===== config.mk =====
export PLATFORM = sky130hd
export DESIGN_NAME = msa_column_weighted_consensus_flat
export DESIGN_NICKNAME = d
export VERILOG_FILES = /design/src/hw/rtl/mcc_pkg.sv /design/src/hw/rtl/mcc_if.sv /design/src/hw/rtl/msa_column_weighted_consensus.sv /design/src/hw/rtl/mcc_div.sv /design/src/flat_wrapper.sv
export SDC_FILE = /design/constraint.sdc
export NUM_CORES = 1
export LEC_CHECK = 0
export BUFFER_PORTS_ARGS = -buffer_cell sky130_fd_sc_hd__buf_2
export CORE_MARGIN = 1.5
export CORE_UTILIZATION = 30
export DETAILED_ROUTE_END_ITERATION = 8
export PLACE_DENSITY = 0.43
export SETUP_SLACK_MARGIN = 0.05
export SLEW_MARGIN = 20
export SYNTH_ARGS = -nofsm -noshare
export SYNTH_HDL_FRONTEND = slang
export SYNTH_SLANG_ARGS = --single-unit
export TNS_END_PERCENT = 10

===== constraint.sdc =====
create_clock -name clk_i -period 10 [get_ports clk_i]
set_input_delay 0.5 -clock clk_i [delete_from_list [all_inputs] [get_ports clk_i]]
set_output_delay 0.5 -clock clk_i [all_outputs]
set_load 0.02 [all_outputs]

===== src/hw/rtl/mcc_pkg.sv =====
// Package for the column consensus block: field widths, base codes and the
// request/response structs of the shared divider. No dependencies.
`timescale 1ns / 1ps
`default_nettype none

package mcc_pkg;

  localparam int unsigned ColW      = 10;
  localparam int unsigned CodeW     = 3;
  localparam int unsigned WeightW   = 16;
  localparam int unsigned BaseW     = 2;
  localparam int unsigned SupportW  = 17;
  localparam int unsigned CountW    = 9;
  localparam int unsigned WsumW     = 24;
  localparam int unsigned TotalW    = WsumW + 2;
  localparam int unsigned RemW      = TotalW + 1;
  localparam int unsigned RangeW    = 11;
  localparam int unsigned CfgIdxW   = 1;
  localparam int unsigned NumBases  = 4;
  localparam int unsigned DivSteps  = SupportW;
  localparam int unsigned DivCntW   = $clog2(DivSteps);

  localparam logic [CodeW-1:0] BaseA = 3'd0;
  localparam logic [CodeW-1:0] BaseC = 3'd1;
  localparam logic [CodeW-1:0] BaseG = 3'd2;
  localparam logic [CodeW-1:0] BaseT = 3'd3;
  localparam logic [CodeW-1:0] BaseZ = 3'd4;

  localparam logic [CfgIdxW-1:0] RegSubjectBegin = 1'd0;
  localparam logic [CfgIdxW-1:0] RegSubjectEnd   = 1'd1;

  localparam logic [WsumW-1:0]  WsumMax = {WsumW{1'b1}};
  localparam logic [CountW-1:0] CntMax  = {CountW{1'b1}};

  typedef struct packed {
    logic              start;
    logic [WsumW-1:0]  win;
    logic [TotalW-1:0] total;
  } div_req_t;

  typedef struct packed {
    logic                done;
    logic [SupportW-1:0] quotient;
  } div_rsp_t;

endpackage

`default_nettype wire


===== src/hw/rtl/mcc_if.sv =====
// Handshake channels of the consensus block: cell input, result output and
// register writes. Depends on mcc_pkg for the field widths.
`timescale 1ns / 1ps
`default_nettype none

interface mcc_in_if;
  import mcc_pkg::*;
  logic               valid;
  logic               ready;
  logic [ColW-1:0]    column;
  logic [CodeW-1:0]   base_code;
  logic [WeightW-1:0] cell_weight;
  logic [CodeW-1:0]   subject_base;
  logic               last_row;
  modport source (output valid, column, base_code, cell_weight, subject_base, last_row,
                  input ready);
  modport sink (input valid, column, base_code, cell_weight, subject_base, last_row,
                output ready);
endinterface

interface mcc_out_if;
  import mcc_pkg::*;
  logic                valid;
  logic                ready;
  logic [ColW-1:0]     out_column;
  logic [BaseW-1:0]    consensus_base;
  logic [SupportW-1:0] support;
  logic [CountW-1:0]   coverage;
  logic                orig_valid;
  logic [WsumW-1:0]    orig_weight;
  logic [CountW-1:0]   orig_count;
  modport source (output valid, out_column, consensus_base, support, coverage, orig_valid,
                  orig_weight, orig_count, input ready);
  modport sink (input valid, out_column, consensus_base, support, coverage, orig_valid,
                orig_weight, orig_count, output ready);
endinterface

interface mcc_cfg_if;
  import mcc_pkg::*;
  logic               valid;
  logic               ready;
  logic [CfgIdxW-1:0] index;
  logic [RangeW-1:0]  data;
  modport source (output valid, index, data, input ready);
  modport sink (input valid, index, data, output ready);
endinterface

`default_nettype wire


===== src/hw/rtl/msa_column_weighted_consensus.sv =====
// Weighted majority-vote consensus of one alignment column, one cell per beat.
// A row beat without last_row is accumulated; a last_row beat presents its result after
// 4 scan steps, 1 divider start, 17 divider steps, 1 quotient capture and 1 output load,
// paced by the bit-serial divider. Throughput: 1 row per cycle while input ready is high;
// input ready drops after each last_row beat until its result is loaded into the output register.
// Reset: asynchronous active low; clears accumulators, span registers, sequencer and the output beat.
`timescale 1ns / 1ps
`default_nettype none

module msa_column_weighted_consensus (
  input  wire logic clk_i,
  input  wire logic rst_ni,
  mcc_in_if.sink    in_i,
  mcc_out_if.source out_o,
  mcc_cfg_if.sink   cfg_i
);
  import mcc_pkg::*;

  // sequencer codes
  localparam logic [2:0] StIdle  = 3'd0;
  localparam logic [2:0] StScan  = 3'd1;
  localparam logic [2:0] StStart = 3'd2;
  localparam logic [2:0] StDiv   = 3'd3;
  localparam logic [2:0] StHold  = 3'd4;

  logic [2:0] state_q, state_d;

  // configuration registers; writes always land
  logic [RangeW-1:0] subj_begin_q, subj_end_q;

  assign cfg_i.ready = 1'b1;

  always_ff @(posedge clk_i or negedge rst_ni) begin
    if (!rst_ni) begin
      subj_begin_q <= '0;
      subj_end_q   <= '0;
    end else if (cfg_i.valid) begin
      unique case (cfg_i.index)
        RegSubjectBegin: subj_begin_q <= cfg_i.data;
        RegSubjectEnd:   subj_end_q   <= cfg_i.data;
        default:         ;
      endcase
    end
  end

  // per-column accumulators
  logic [WsumW-1:0]  wsum_q [NumBases];
  logic [CountW-1:0] cnt_q  [NumBases];
  logic [CountW-1:0] cover_q;

  logic in_fire, is_base, acc_clear;
  logic [BaseW-1:0]   acc_sel;
  logic [WsumW:0]     wsum_add;
  logic [WsumW-1:0]   wsum_sat;

  assign in_i.ready = (state_q == StIdle);
  assign in_fire    = in_i.valid && in_i.ready;
  assign is_base    = in_i.base_code < BaseZ;
  assign acc_sel    = in_i.base_code[BaseW-1:0];
  assign wsum_add   = {1'b0, wsum_q[acc_sel]} + (WsumW+1)'(in_i.cell_weight);
  assign wsum_sat   = wsum_add[WsumW] ? WsumMax : wsum_add[WsumW-1:0];

  always_ff @(posedge clk_i or negedge rst_ni) begin
    if (!rst_ni) begin
      for (int b = 0; b < NumBases; b++) begin
        wsum_q[b] <= '0;
        cnt_q[b]  <= '0;
      end
      cover_q <= '0;
    end else if (acc_clear) begin
      for (int b = 0; b < NumBases; b++) begin
        wsum_q[b] <= '0;
        cnt_q[b]  <= '0;
      end
      cover_q <= '0;
    end else if (in_fire && is_base) begin
      // add weight and counts, saturate at full scale
      wsum_q[acc_sel] <= wsum_sat;
      if (cnt_q[acc_sel] != CntMax) cnt_q[acc_sel] <= cnt_q[acc_sel] + 1'b1;
      if (cover_q != CntMax) cover_q <= cover_q + 1'b1;
    end
  end

  // column context captured from the last row
  logic [ColW-1:0]  col_q;
  logic [BaseW-1:0] sbase_q;
  logic             ovalid_q;
  logic             in_range;

  assign in_range = (subj_begin_q <= {1'b0, in_i.column})
                 && ({1'b0, in_i.column} < subj_end_q);

  always_ff @(posedge clk_i) begin
    if (in_fire && in_i.last_row) begin
      col_q    <= in_i.column;
      sbase_q  <= in_i.subject_base[BaseW-1:0];
      ovalid_q <= (in_i.subject_base < BaseZ) && in_range;
    end
  end

  // scan: one base per cycle through a shared compare and adder
  logic [BaseW-1:0]  idx_q, idx_d;
  logic [WsumW-1:0]  win_q, win_d;
  logic [BaseW-1:0]  cons_q, cons_d;
  logic [TotalW-1:0] total_q, total_d;
  logic [SupportW-1:0] sup_q, sup_d;

  div_req_t div_req;
  div_rsp_t div_rsp;

  mcc_div u_div (
    .clk_i  (clk_i),
    .rst_ni (rst_ni),
    .req_i  (div_req),
    .rsp_o  (div_rsp)
  );

  assign div_req.start = (state_q == StStart);
  assign div_req.win   = win_q;
  assign div_req.total = total_q;

  // output beat register
  logic out_valid_q;
  logic out_free;

  assign out_free = !out_valid_q || out_o.ready;

  always_comb begin
    state_d   = state_q;
    idx_d     = idx_q;
    win_d     = win_q;
    cons_d    = cons_q;
    total_d   = total_q;
    sup_d     = sup_q;
    acc_clear = 1'b0;
    unique case (state_q)
      StIdle: begin
        if (in_fire && in_i.last_row) begin
          state_d = StScan;
          idx_d   = '0;
          win_d   = '0;
          cons_d  = '0;
          total_d = '0;
        end
      end
      StScan: begin
        // strict compare keeps the earlier base on a tie
        if (wsum_q[idx_q] > win_q) begin
          win_d  = wsum_q[idx_q];
          cons_d = idx_q;
        end
        total_d = total_q + TotalW'(wsum_q[idx_q]);
        idx_d   = idx_q + 1'b1;
        if (idx_q == BaseW'(NumBases - 1)) state_d = StStart;
      end
      StStart: begin
        state_d = StDiv;
      end
      StDiv: begin
        if (div_rsp.done) begin
          sup_d   = (total_q == '0) ? '0 : div_rsp.quotient;
          state_d = StHold;
        end
      end
      StHold: begin
        if (out_free) begin
          acc_clear = 1'b1;
          state_d   = StIdle;
        end
      end
      default: begin
        state_d = StIdle;
      end
    endcase
  end

  always_ff @(posedge clk_i or negedge rst_ni) begin
    if (!rst_ni) begin
      state_q <= StIdle;
      idx_q   <= '0;
    end else begin
      state_q <= state_d;
      idx_q   <= idx_d;
    end
  end

  always_ff @(posedge clk_i) begin
    win_q   <= win_d;
    cons_q  <= cons_d;
    total_q <= total_d;
    sup_q   <= sup_d;
  end

  // load the result beat; hold it until the sink takes it
  logic                load_out;
  logic [ColW-1:0]     o_col_q;
  logic [BaseW-1:0]    o_cons_q;
  logic [SupportW-1:0] o_sup_q;
  logic [CountW-1:0]   o_cover_q;
  logic                o_ovalid_q;
  logic [WsumW-1:0]    o_oweight_q;
  logic [CountW-1:0]   o_ocount_q;

  assign load_out = (state_q == StHold) && out_free;

  always_ff @(posedge clk_i or negedge rst_ni) begin
    if (!rst_ni) begin
      out_valid_q <= 1'b0;
    end else if (load_out) begin
      out_valid_q <= 1'b1;
    end else if (out_o.ready) begin
      out_valid_q <= 1'b0;
    end
  end

  always_ff @(posedge clk_i) begin
    if (load_out) begin
      o_col_q     <= col_q;
      o_cons_q    <= cons_q;
      o_sup_q     <= sup_q;
      o_cover_q   <= cover_q;
      o_ovalid_q  <= ovalid_q;
      o_oweight_q <= ovalid_q ? wsum_q[sbase_q] : '0;
      o_ocount_q  <= ovalid_q ? cnt_q[sbase_q] : '0;
    end
  end

  assign out_o.valid          = out_valid_q;
  assign out_o.out_column     = o_col_q;
  assign out_o.consensus_base = o_cons_q;
  assign out_o.support        = o_sup_q;
  assign out_o.coverage       = o_cover_q;
  assign out_o.orig_valid     = o_ovalid_q;
  assign out_o.orig_weight    = o_oweight_q;
  assign out_o.orig_count     = o_ocount_q;

endmodule

`default_nettype wire


===== src/hw/rtl/mcc_div.sv =====
// Bit-serial restoring divider: floor(win * 2^16 / total), one quotient bit
// per cycle, win <= total assumed. Depends on mcc_pkg.
`timescale 1ns / 1ps
`default_nettype none

module mcc_div (
  input  wire logic              clk_i,
  input  wire logic              rst_ni,
  input  wire mcc_pkg::div_req_t req_i,
  output mcc_pkg::div_rsp_t      rsp_o
);
  import mcc_pkg::*;

  logic                busy_q, busy_d;
  logic                done_q, done_d;
  logic [DivCntW-1:0]  cnt_q, cnt_d;
  logic [RemW-1:0]     rem_q, rem_d;
  logic [TotalW-1:0]   dvs_q, dvs_d;
  logic [SupportW-1:0] quo_q, quo_d;
  logic                fits;
  logic [RemW-1:0]     rem_sub;

  assign fits    = rem_q >= {1'b0, dvs_q};
  assign rem_sub = fits ? (rem_q - {1'b0, dvs_q}) : rem_q;

  always_comb begin
    busy_d = busy_q;
    done_d = 1'b0;
    cnt_d  = cnt_q;
    rem_d  = rem_q;
    dvs_d  = dvs_q;
    quo_d  = quo_q;
    if (req_i.start) begin
      busy_d = 1'b1;
      cnt_d  = '0;
      rem_d  = RemW'(req_i.win);
      dvs_d  = req_i.total;
      quo_d  = '0;
    end else if (busy_q) begin
      // remainder stays below the divisor, so the shift cannot drop a bit
      rem_d = {rem_sub[RemW-2:0], 1'b0};
      quo_d = {quo_q[SupportW-2:0], fits};
      cnt_d = cnt_q + 1'b1;
      if (cnt_q == DivCntW'(DivSteps - 1)) begin
        busy_d = 1'b0;
        done_d = 1'b1;
      end
    end
  end

  always_ff @(posedge clk_i or negedge rst_ni) begin
    if (!rst_ni) begin
      busy_q <= 1'b0;
      done_q <= 1'b0;
      cnt_q  <= '0;
    end else begin
      busy_q <= busy_d;
      done_q <= done_d;
      cnt_q  <= cnt_d;
    end
  end

  always_ff @(posedge clk_i) begin
    rem_q <= rem_d;
    dvs_q <= dvs_d;
    quo_q <= quo_d;
  end

  assign rsp_o.done     = done_q;
  assign rsp_o.quotient = quo_q;

endmodule

`default_nettype wire


===== src/flat_wrapper.sv =====
// flat-port wrapper written by rule: the top's interface ports become plain ports
module msa_column_weighted_consensus_flat import mcc_pkg::*;
  (clk_i, rst_ni, in_i_valid, in_i_column, in_i_base_code, in_i_cell_weight, in_i_subject_base, in_i_last_row, in_i_ready, out_o_valid, out_o_out_column, out_o_consensus_base, out_o_support, out_o_coverage, out_o_orig_valid, out_o_orig_weight, out_o_orig_count, out_o_ready, cfg_i_valid, cfg_i_index, cfg_i_data, cfg_i_ready);
  mcc_in_if in_i_i ();
  mcc_out_if out_o_i ();
  mcc_cfg_if cfg_i_i ();
  input  wire logic clk_i;
  input  wire logic rst_ni;
  input wire logic [$bits(in_i_i.valid)-1:0] in_i_valid;
  input wire logic [$bits(in_i_i.column)-1:0] in_i_column;
  input wire logic [$bits(in_i_i.base_code)-1:0] in_i_base_code;
  input wire logic [$bits(in_i_i.cell_weight)-1:0] in_i_cell_weight;
  input wire logic [$bits(in_i_i.subject_base)-1:0] in_i_subject_base;
  input wire logic [$bits(in_i_i.last_row)-1:0] in_i_last_row;
  output wire logic [$bits(in_i_i.ready)-1:0] in_i_ready;
  output wire logic [$bits(out_o_i.valid)-1:0] out_o_valid;
  output wire logic [$bits(out_o_i.out_column)-1:0] out_o_out_column;
  output wire logic [$bits(out_o_i.consensus_base)-1:0] out_o_consensus_base;
  output wire logic [$bits(out_o_i.support)-1:0] out_o_support;
  output wire logic [$bits(out_o_i.coverage)-1:0] out_o_coverage;
  output wire logic [$bits(out_o_i.orig_valid)-1:0] out_o_orig_valid;
  output wire logic [$bits(out_o_i.orig_weight)-1:0] out_o_orig_weight;
  output wire logic [$bits(out_o_i.orig_count)-1:0] out_o_orig_count;
  input wire logic [$bits(out_o_i.ready)-1:0] out_o_ready;
  input wire logic [$bits(cfg_i_i.valid)-1:0] cfg_i_valid;
  input wire logic [$bits(cfg_i_i.index)-1:0] cfg_i_index;
  input wire logic [$bits(cfg_i_i.data)-1:0] cfg_i_data;
  output wire logic [$bits(cfg_i_i.ready)-1:0] cfg_i_ready;
  assign in_i_i.valid = in_i_valid;
  assign in_i_i.column = in_i_column;
  assign in_i_i.base_code = in_i_base_code;
  assign in_i_i.cell_weight = in_i_cell_weight;
  assign in_i_i.subject_base = in_i_subject_base;
  assign in_i_i.last_row = in_i_last_row;
  assign in_i_ready = in_i_i.ready;
  assign out_o_valid = out_o_i.valid;
  assign out_o_out_column = out_o_i.out_column;
  assign out_o_consensus_base = out_o_i.consensus_base;
  assign out_o_support = out_o_i.support;
  assign out_o_coverage = out_o_i.coverage;
  assign out_o_orig_valid = out_o_i.orig_valid;
  assign out_o_orig_weight = out_o_i.orig_weight;
  assign out_o_orig_count = out_o_i.orig_count;
  assign out_o_i.ready = out_o_ready;
  assign cfg_i_i.valid = cfg_i_valid;
  assign cfg_i_i.index = cfg_i_index;
  assign cfg_i_i.data = cfg_i_data;
  assign cfg_i_ready = cfg_i_i.ready;
  msa_column_weighted_consensus u_core (.clk_i(clk_i), .rst_ni(rst_ni), .in_i(in_i_i), .out_o(out_o_i), .cfg_i(cfg_i_i));
endmodule

Word-level counts from Yosys, hierarchy flattened
Cells that the tools add are included.

Reduce and logical (&&, ||, !) cells: 25. Muxes and demuxes: 59. Bitwise logic cells: 4. Eq/ne operators: 13. Add/subtract/negate cells: 7. Order comparisons: 10.

Operators by type and width (count): $mux 24 (12); $mux 96 (2); $bmux 24 s2 (3); $mux 36 (3); $bwmux 96 (1); $mux 9 (8); $mux 26 (2); $pmux 26 s2 (1); $demux 24 s2 (1); $pmux 24 s2 (1); $bmux 9 s2 (2); $bwmux 36 (1); $ge 27x26->1 (1); $add 26x24->26 (1); $logic_not 26->1 (1); $sub 26x26->26 (1); $add 24x16->25 (1); $gt 24x24->1 (1); $add 9x1->9 const B (2); $demux 9 s2 (1); $ne 9x9->1 const B (2); $pmux 3 s5 (1); $mux 3 (4); $reduce_and 2->1 (6); other kinds (27) (59).

Output and inout bits: 75. Input port bits: 50. Flip-flop bits (word level): 400.

Logic depth before layout (Yosys ltp)
Depth in word-level cells: 9. Gate-level depth with buffers: 15. Depth with buffers taken out: 12.

Cells and area by module
Synthesis repeated with hierarchy kept, for this count alone.

Cell total of the unflattened synthesis: 1911. Area total of the unflattened synthesis: 21863.5 um^2.

Modules (own cells, without submodules): msa_column_weighted_consensus (cells an instance 1452, area an instance 17250.3 um^2, instances 1); mcc_div (cells an instance 459, area an instance 4613.2 um^2, instances 1).

Least setup slack after synthesis
No wires, ideal clock.

Path type: register to register. Start point: register u_core.idx_q[0]. End point: register u_core.cons_q[0], enable pin. Data arrival time: 4.517 ns. Setup time: 0.425 ns. Path buffers: 2. Setup slack: 5.058 ns. Stages on the path, launching flop included: 14. Cells stage by stage: dfrtp_1 > clkbuf_1 > buf_1 > mux4_2 > ha_1 > nor2b_1 > o21a_1 > o21a_1 > o21a_1 > o21ai_0 > nand2b_1 > a21oi_1 > or2_2 > a31oi_1.

Longest elaborated chain between the ends: 7.

RTL lines: start, declared (RTL line msa_column_weighted_consensus.sv:102) `logic [BaseW-1:0] idx_q, idx_d;`; start signal, assigned (RTL line msa_column_weighted_consensus.sv:183) `idx_q <= idx_d;`; $not 2->3 (not written as such) (RTL line msa_column_weighted_consensus.sv:148) `if (wsum_q[idx_q] > win_q) begin`; $bmux 24 s2 (RTL line msa_column_weighted_consensus.sv:148); $mux 24 (not written as such) (2 in series) (RTL line msa_column_weighted_consensus.sv:148); $gt 24x24->1 (RTL line msa_column_weighted_consensus.sv:148); $ne 2x1->1 (no source line); $reduce_and 3->1 (no source line); end signal, assigned (RTL line msa_column_weighted_consensus.sv:189) `cons_q <= cons_d;`; end, declared (RTL line msa_column_weighted_consensus.sv:104) `logic [BaseW-1:0] cons_q, cons_d;`.

No other way between the ends. The select of a mux whose other input is x is not followed. A chain may end at the register's enable or synchronous reset.

Worst setup path after layout
Start point: register u_core.idx_q[0]. End point: register u_core.total_q[22], data pin.

Longest elaborated chain between the ends: 6.

RTL lines: $not 2->3 (not written as such) (RTL line msa_column_weighted_consensus.sv:152) `total_d = total_q + TotalW'(wsum_q[idx_q]);`; $bmux 24 s2 (RTL line msa_column_weighted_consensus.sv:152); $mux 24 (not written as such) (2 in series) (RTL line msa_column_weighted_consensus.sv:152); $add 26x24->26 (RTL line msa_column_weighted_consensus.sv:152); $pmux 26 s2 (RTL line msa_column_weighted_consensus.sv:136) `unique case (state_q)`; end signal, assigned (RTL line msa_column_weighted_consensus.sv:190) `total_q <= total_d;`; end, declared (RTL line msa_column_weighted_consensus.sv:105) `logic [TotalW-1:0] total_q, total_d;`.

No other way between the ends. The select of a mux whose other input is x is not followed.

==> results.yml <==
global_routing:
  grt_max_degree: 109
  grt_pass1_wl_mm: 91.5
  grt-ovfl-total: 0
  grt_usage: 0.159
  first_global_vias: 15300
  antenna_found_initial: 1
logic_synthesis:
  ys_async_sr_fraction: 0.440
  synth_edf_count: 204
  synth_area_per_cell_um2: 11.5
  synthFlopType: "edfxtp_1"
  yosysWarnings: 0
  synthCells: 1874
  synth_seq_cells: 400
  yosysSeqAreaShare: 0.505
  synth_cell_types: 80
  syn-cell-area_mm2: 0.0216
  syn-num-nets: 2043
power_and_ir_drop:
  leakage_nw: 10.4
  finalPower_mw: 7.12
  vdd_drop_max_mv: 0.149
  power.density_mw_per_mm2: 286
cts:
  post-cts-setup-buffers: 0
  cts.sinks: 400
  clk_pin_slew_ns: 0.06
  cts_hold_buf: 0
  cts_tree: "done"
  cts_made_buffers: 46
  htree_levels: 2
  cts_buffer_depth: 3
  clk_latency_ns: 0.58
  cts_resized: 0
  clock_tree.root_cell: "clkbuf_16"
floorplan:
  ioPinCount: 125
  die_w_um: 272
  die_h_um: 272
  core_mm2: 0.0715
  num_rows: 98
  start_util: 0.303
  dieArea_mm2: 0.0737
timing:
  clock_skew_ns: 0.0273
  hold_viol: 0
  finalSetupViolCount: 0
  grt_setup_unrepaired: "false"
  relSlewSlack: 0.173
  fmax_mhz: 215
  layout_min_cycle_time_ns: 4.64
  timing.final.max_slew_violations: 0
  setup_tns_ns: 0
  worstMarginPinSlew_ns: 1.24
  min_period_over_period: 0.464
placed_design:
  dp_hpwl_mm: 39.6
  dp.cells: 2872
  place_congestion: 0.803
  port_buffers: 123
route:
  vias: 15000
  via_per_inst: 5.06
  drtAntennaViolNets: 0
  drt_iter0_drc: 914
  wl_mm: 58.3
  drt_first_pass_iters: 7
  wl_per_cell_um: 19.7
  drc_errors: 0
worst_setup_path:
  worst-endpoint-required_ns: 10.32
  start_kind: "register"
  critical_path.max_fanout: 16
  critPathCaptureType: "register"
  worstPathArrival_ns: 4.96
  critical_path_class: "reg2reg"
finish:
  final_net_count: 2139
  mostFrequentLayoutCells: "204 x edfxtp_1, 175 x dfrtp_1, 170 x o21ai_0, 159 x nand3_1, 127 x nor2_1"
  syn2layout_area_growth_pct: 15.0
  fillerInstances: 7117
  drive_gt1_frac: 0.183
  final_cell_count_no_fill: 2959
  final_common_cell: "edfxtp_1"
hold_path:
  worstHoldPathType: "in2async"
job:
  max-cap-violations: 0
run_status:
  run_status: "complete, no violations"
==> routing by layer <==
metal | up-vias | routed length [µm] | track usage
met5 | - | 0 | 0
met4 | 0 | 1110 | 0.0377
met3 | 72 | 2090 | 0.0252
met2 | 250 | 27500 | 0.261
met1 | 7505 | 27700 | 0.220
li1 | 7143 | - | -
==> worst paths after layout <==
check                                           from                       end  slack, ns  depth (start not counted)
worst max-delay path                 u_core.idx_q[0]        u_core.total_q[22]       5.36                         13
worst min-delay path                          rst_ni           u_core.cnt_q[5]       0.03                          1
worst max register to register       u_core.idx_q[0]        u_core.total_q[22]       5.36                         13
worst min register to register      u_core.sup_q[11]  u_core.out_o.support[11]       0.42                          0
max in group asynchronous                     rst_ni         u_core.wsum_q[88]       8.47                          2
min in group clk_i              in_i_subject_base[0]         u_core.sbase_q[0]       0.11                          1
==> cell families after synthesis <==
logic type	synth area share
compound gates	0.116
xor+xnor	0.0267
fa+ha+maj	0.0699
buf+inv	0.0350
flops	0.505
mux	0.118
other cells	0.000173
simple gates	0.130
==> critical path: stages (launching register included) <==
cell      delay [ns]
dfrtp_2         0.65
buf_4           0.45
mux4_2          0.58
ha_1            0.26
fa_1            0.42
a21oi_1         0.16
nor2b_1         0.08
a311oi_1        0.40
a21oi_1         0.25
a31oi_1         0.34
o21ai_1         0.23
a211oi_1        0.31
xnor2_1         0.09
and2_1          0.15
==> per-stage QoR <==
step,util,area [µm²],hold slack (ns),setup WS [ns]
2_1_floorplan,-,21600,0.204,5.06
3_3_place_gp,0.325,23300,0.403,5.41
6_report,0.348,24900,0.0287,5.36
3_5_place_dp,0.325,23300,0.405,5.37
5_1_grt,0.348,24900,0.0730,5.04
4_1_cts,0.348,24900,0.0660,5.34
==> sequential cells by signal (all words and copies together), names as in the netlist, 2 cells and up <==
name,count
u_core.subj_begin_q,11
u_core.u_div.quo_q,17
u_core.subj_end_q,11
u_core.cnt_q,36
u_core.cover_q,9
u_core.out_o.support,17
u_core.col_q,10
u_core.out_o.out_column,10
u_core.out_o.orig_count,9
u_core.cons_q,2
u_core.out_o.consensus_base,2
u_core.out_o.orig_weight,24
u_core.u_div.dvs_q,26
u_core.win_q,24
u_core.total_q,26
u_core.out_o.coverage,9
u_core.wsum_q,96
u_core.u_div.rem_q,27
u_core.idx_q,2
u_core.sbase_q,2
u_core.u_div.cnt_q,5
u_core.state_q,3
u_core.sup_q,17
==> area by class of cell <==
cell class,instances,area (µm²),share of cell area
diodes,1,2.50,0.000101
clock buffers,76,1490,0.0600
clock inverters,10,120,0.00483
inverters,92,348,0.0140
multi-input cells,1282,9980,0.401
flip-flops and latches,400,10900,0.439
well taps,950,1190,0.0478
repair buffers,148,812,0.0326
==> where the power goes <==
part           switching [mW]  internal [mW]
sequential              0.292           2.22
combinational            1.62           1.21
clock                   0.689           1.09
total                    2.60           4.52
==> synthesized netlist by cell type (6+ instances only) <==
library cell | n | area share
inv_1 | 90 | 0.016
mux2i_1 | 27 | 0.012
buf_1 | 11 | 0.0019
nand3_1 | 160 | 0.037
a211oi_1 | 27 | 0.0094
buf_2 | 8 | 0.0019
or2_2 | 6 | 0.0017
o21ai_0 | 170 | 0.039
clkbuf_1 | 77 | 0.013
a31oi_1 | 11 | 0.0032
ha_1 | 116 | 0.067
nand4_1 | 16 | 0.0046
o21a_1 | 18 | 0.0062
xnor2_1 | 33 | 0.013
o21bai_1 | 6 | 0.0021
nor2_1 | 127 | 0.022
dfxtp_1 | 20 | 0.019
nand2b_1 | 16 | 0.0046
o21ai_1 | 7 | 0.0016
and2_1 | 63 | 0.018
nor3_1 | 15 | 0.0035
nor2b_1 | 32 | 0.0093
nand2_1 | 55 | 0.0095
a21o_1 | 36 | 0.012
xor2_1 | 33 | 0.013
mux4_2 | 90 | 0.094
nor4_1 | 9 | 0.0026
and3_1 | 16 | 0.0046
mux2_2 | 22 | 0.011
dfrtp_1 | 176 | 0.20
edfxtp_1 | 204 | 0.28
a21oi_1 | 80 | 0.019
nor2_2 | 10 | 0.0029
(Power assumes the default switching activity.)
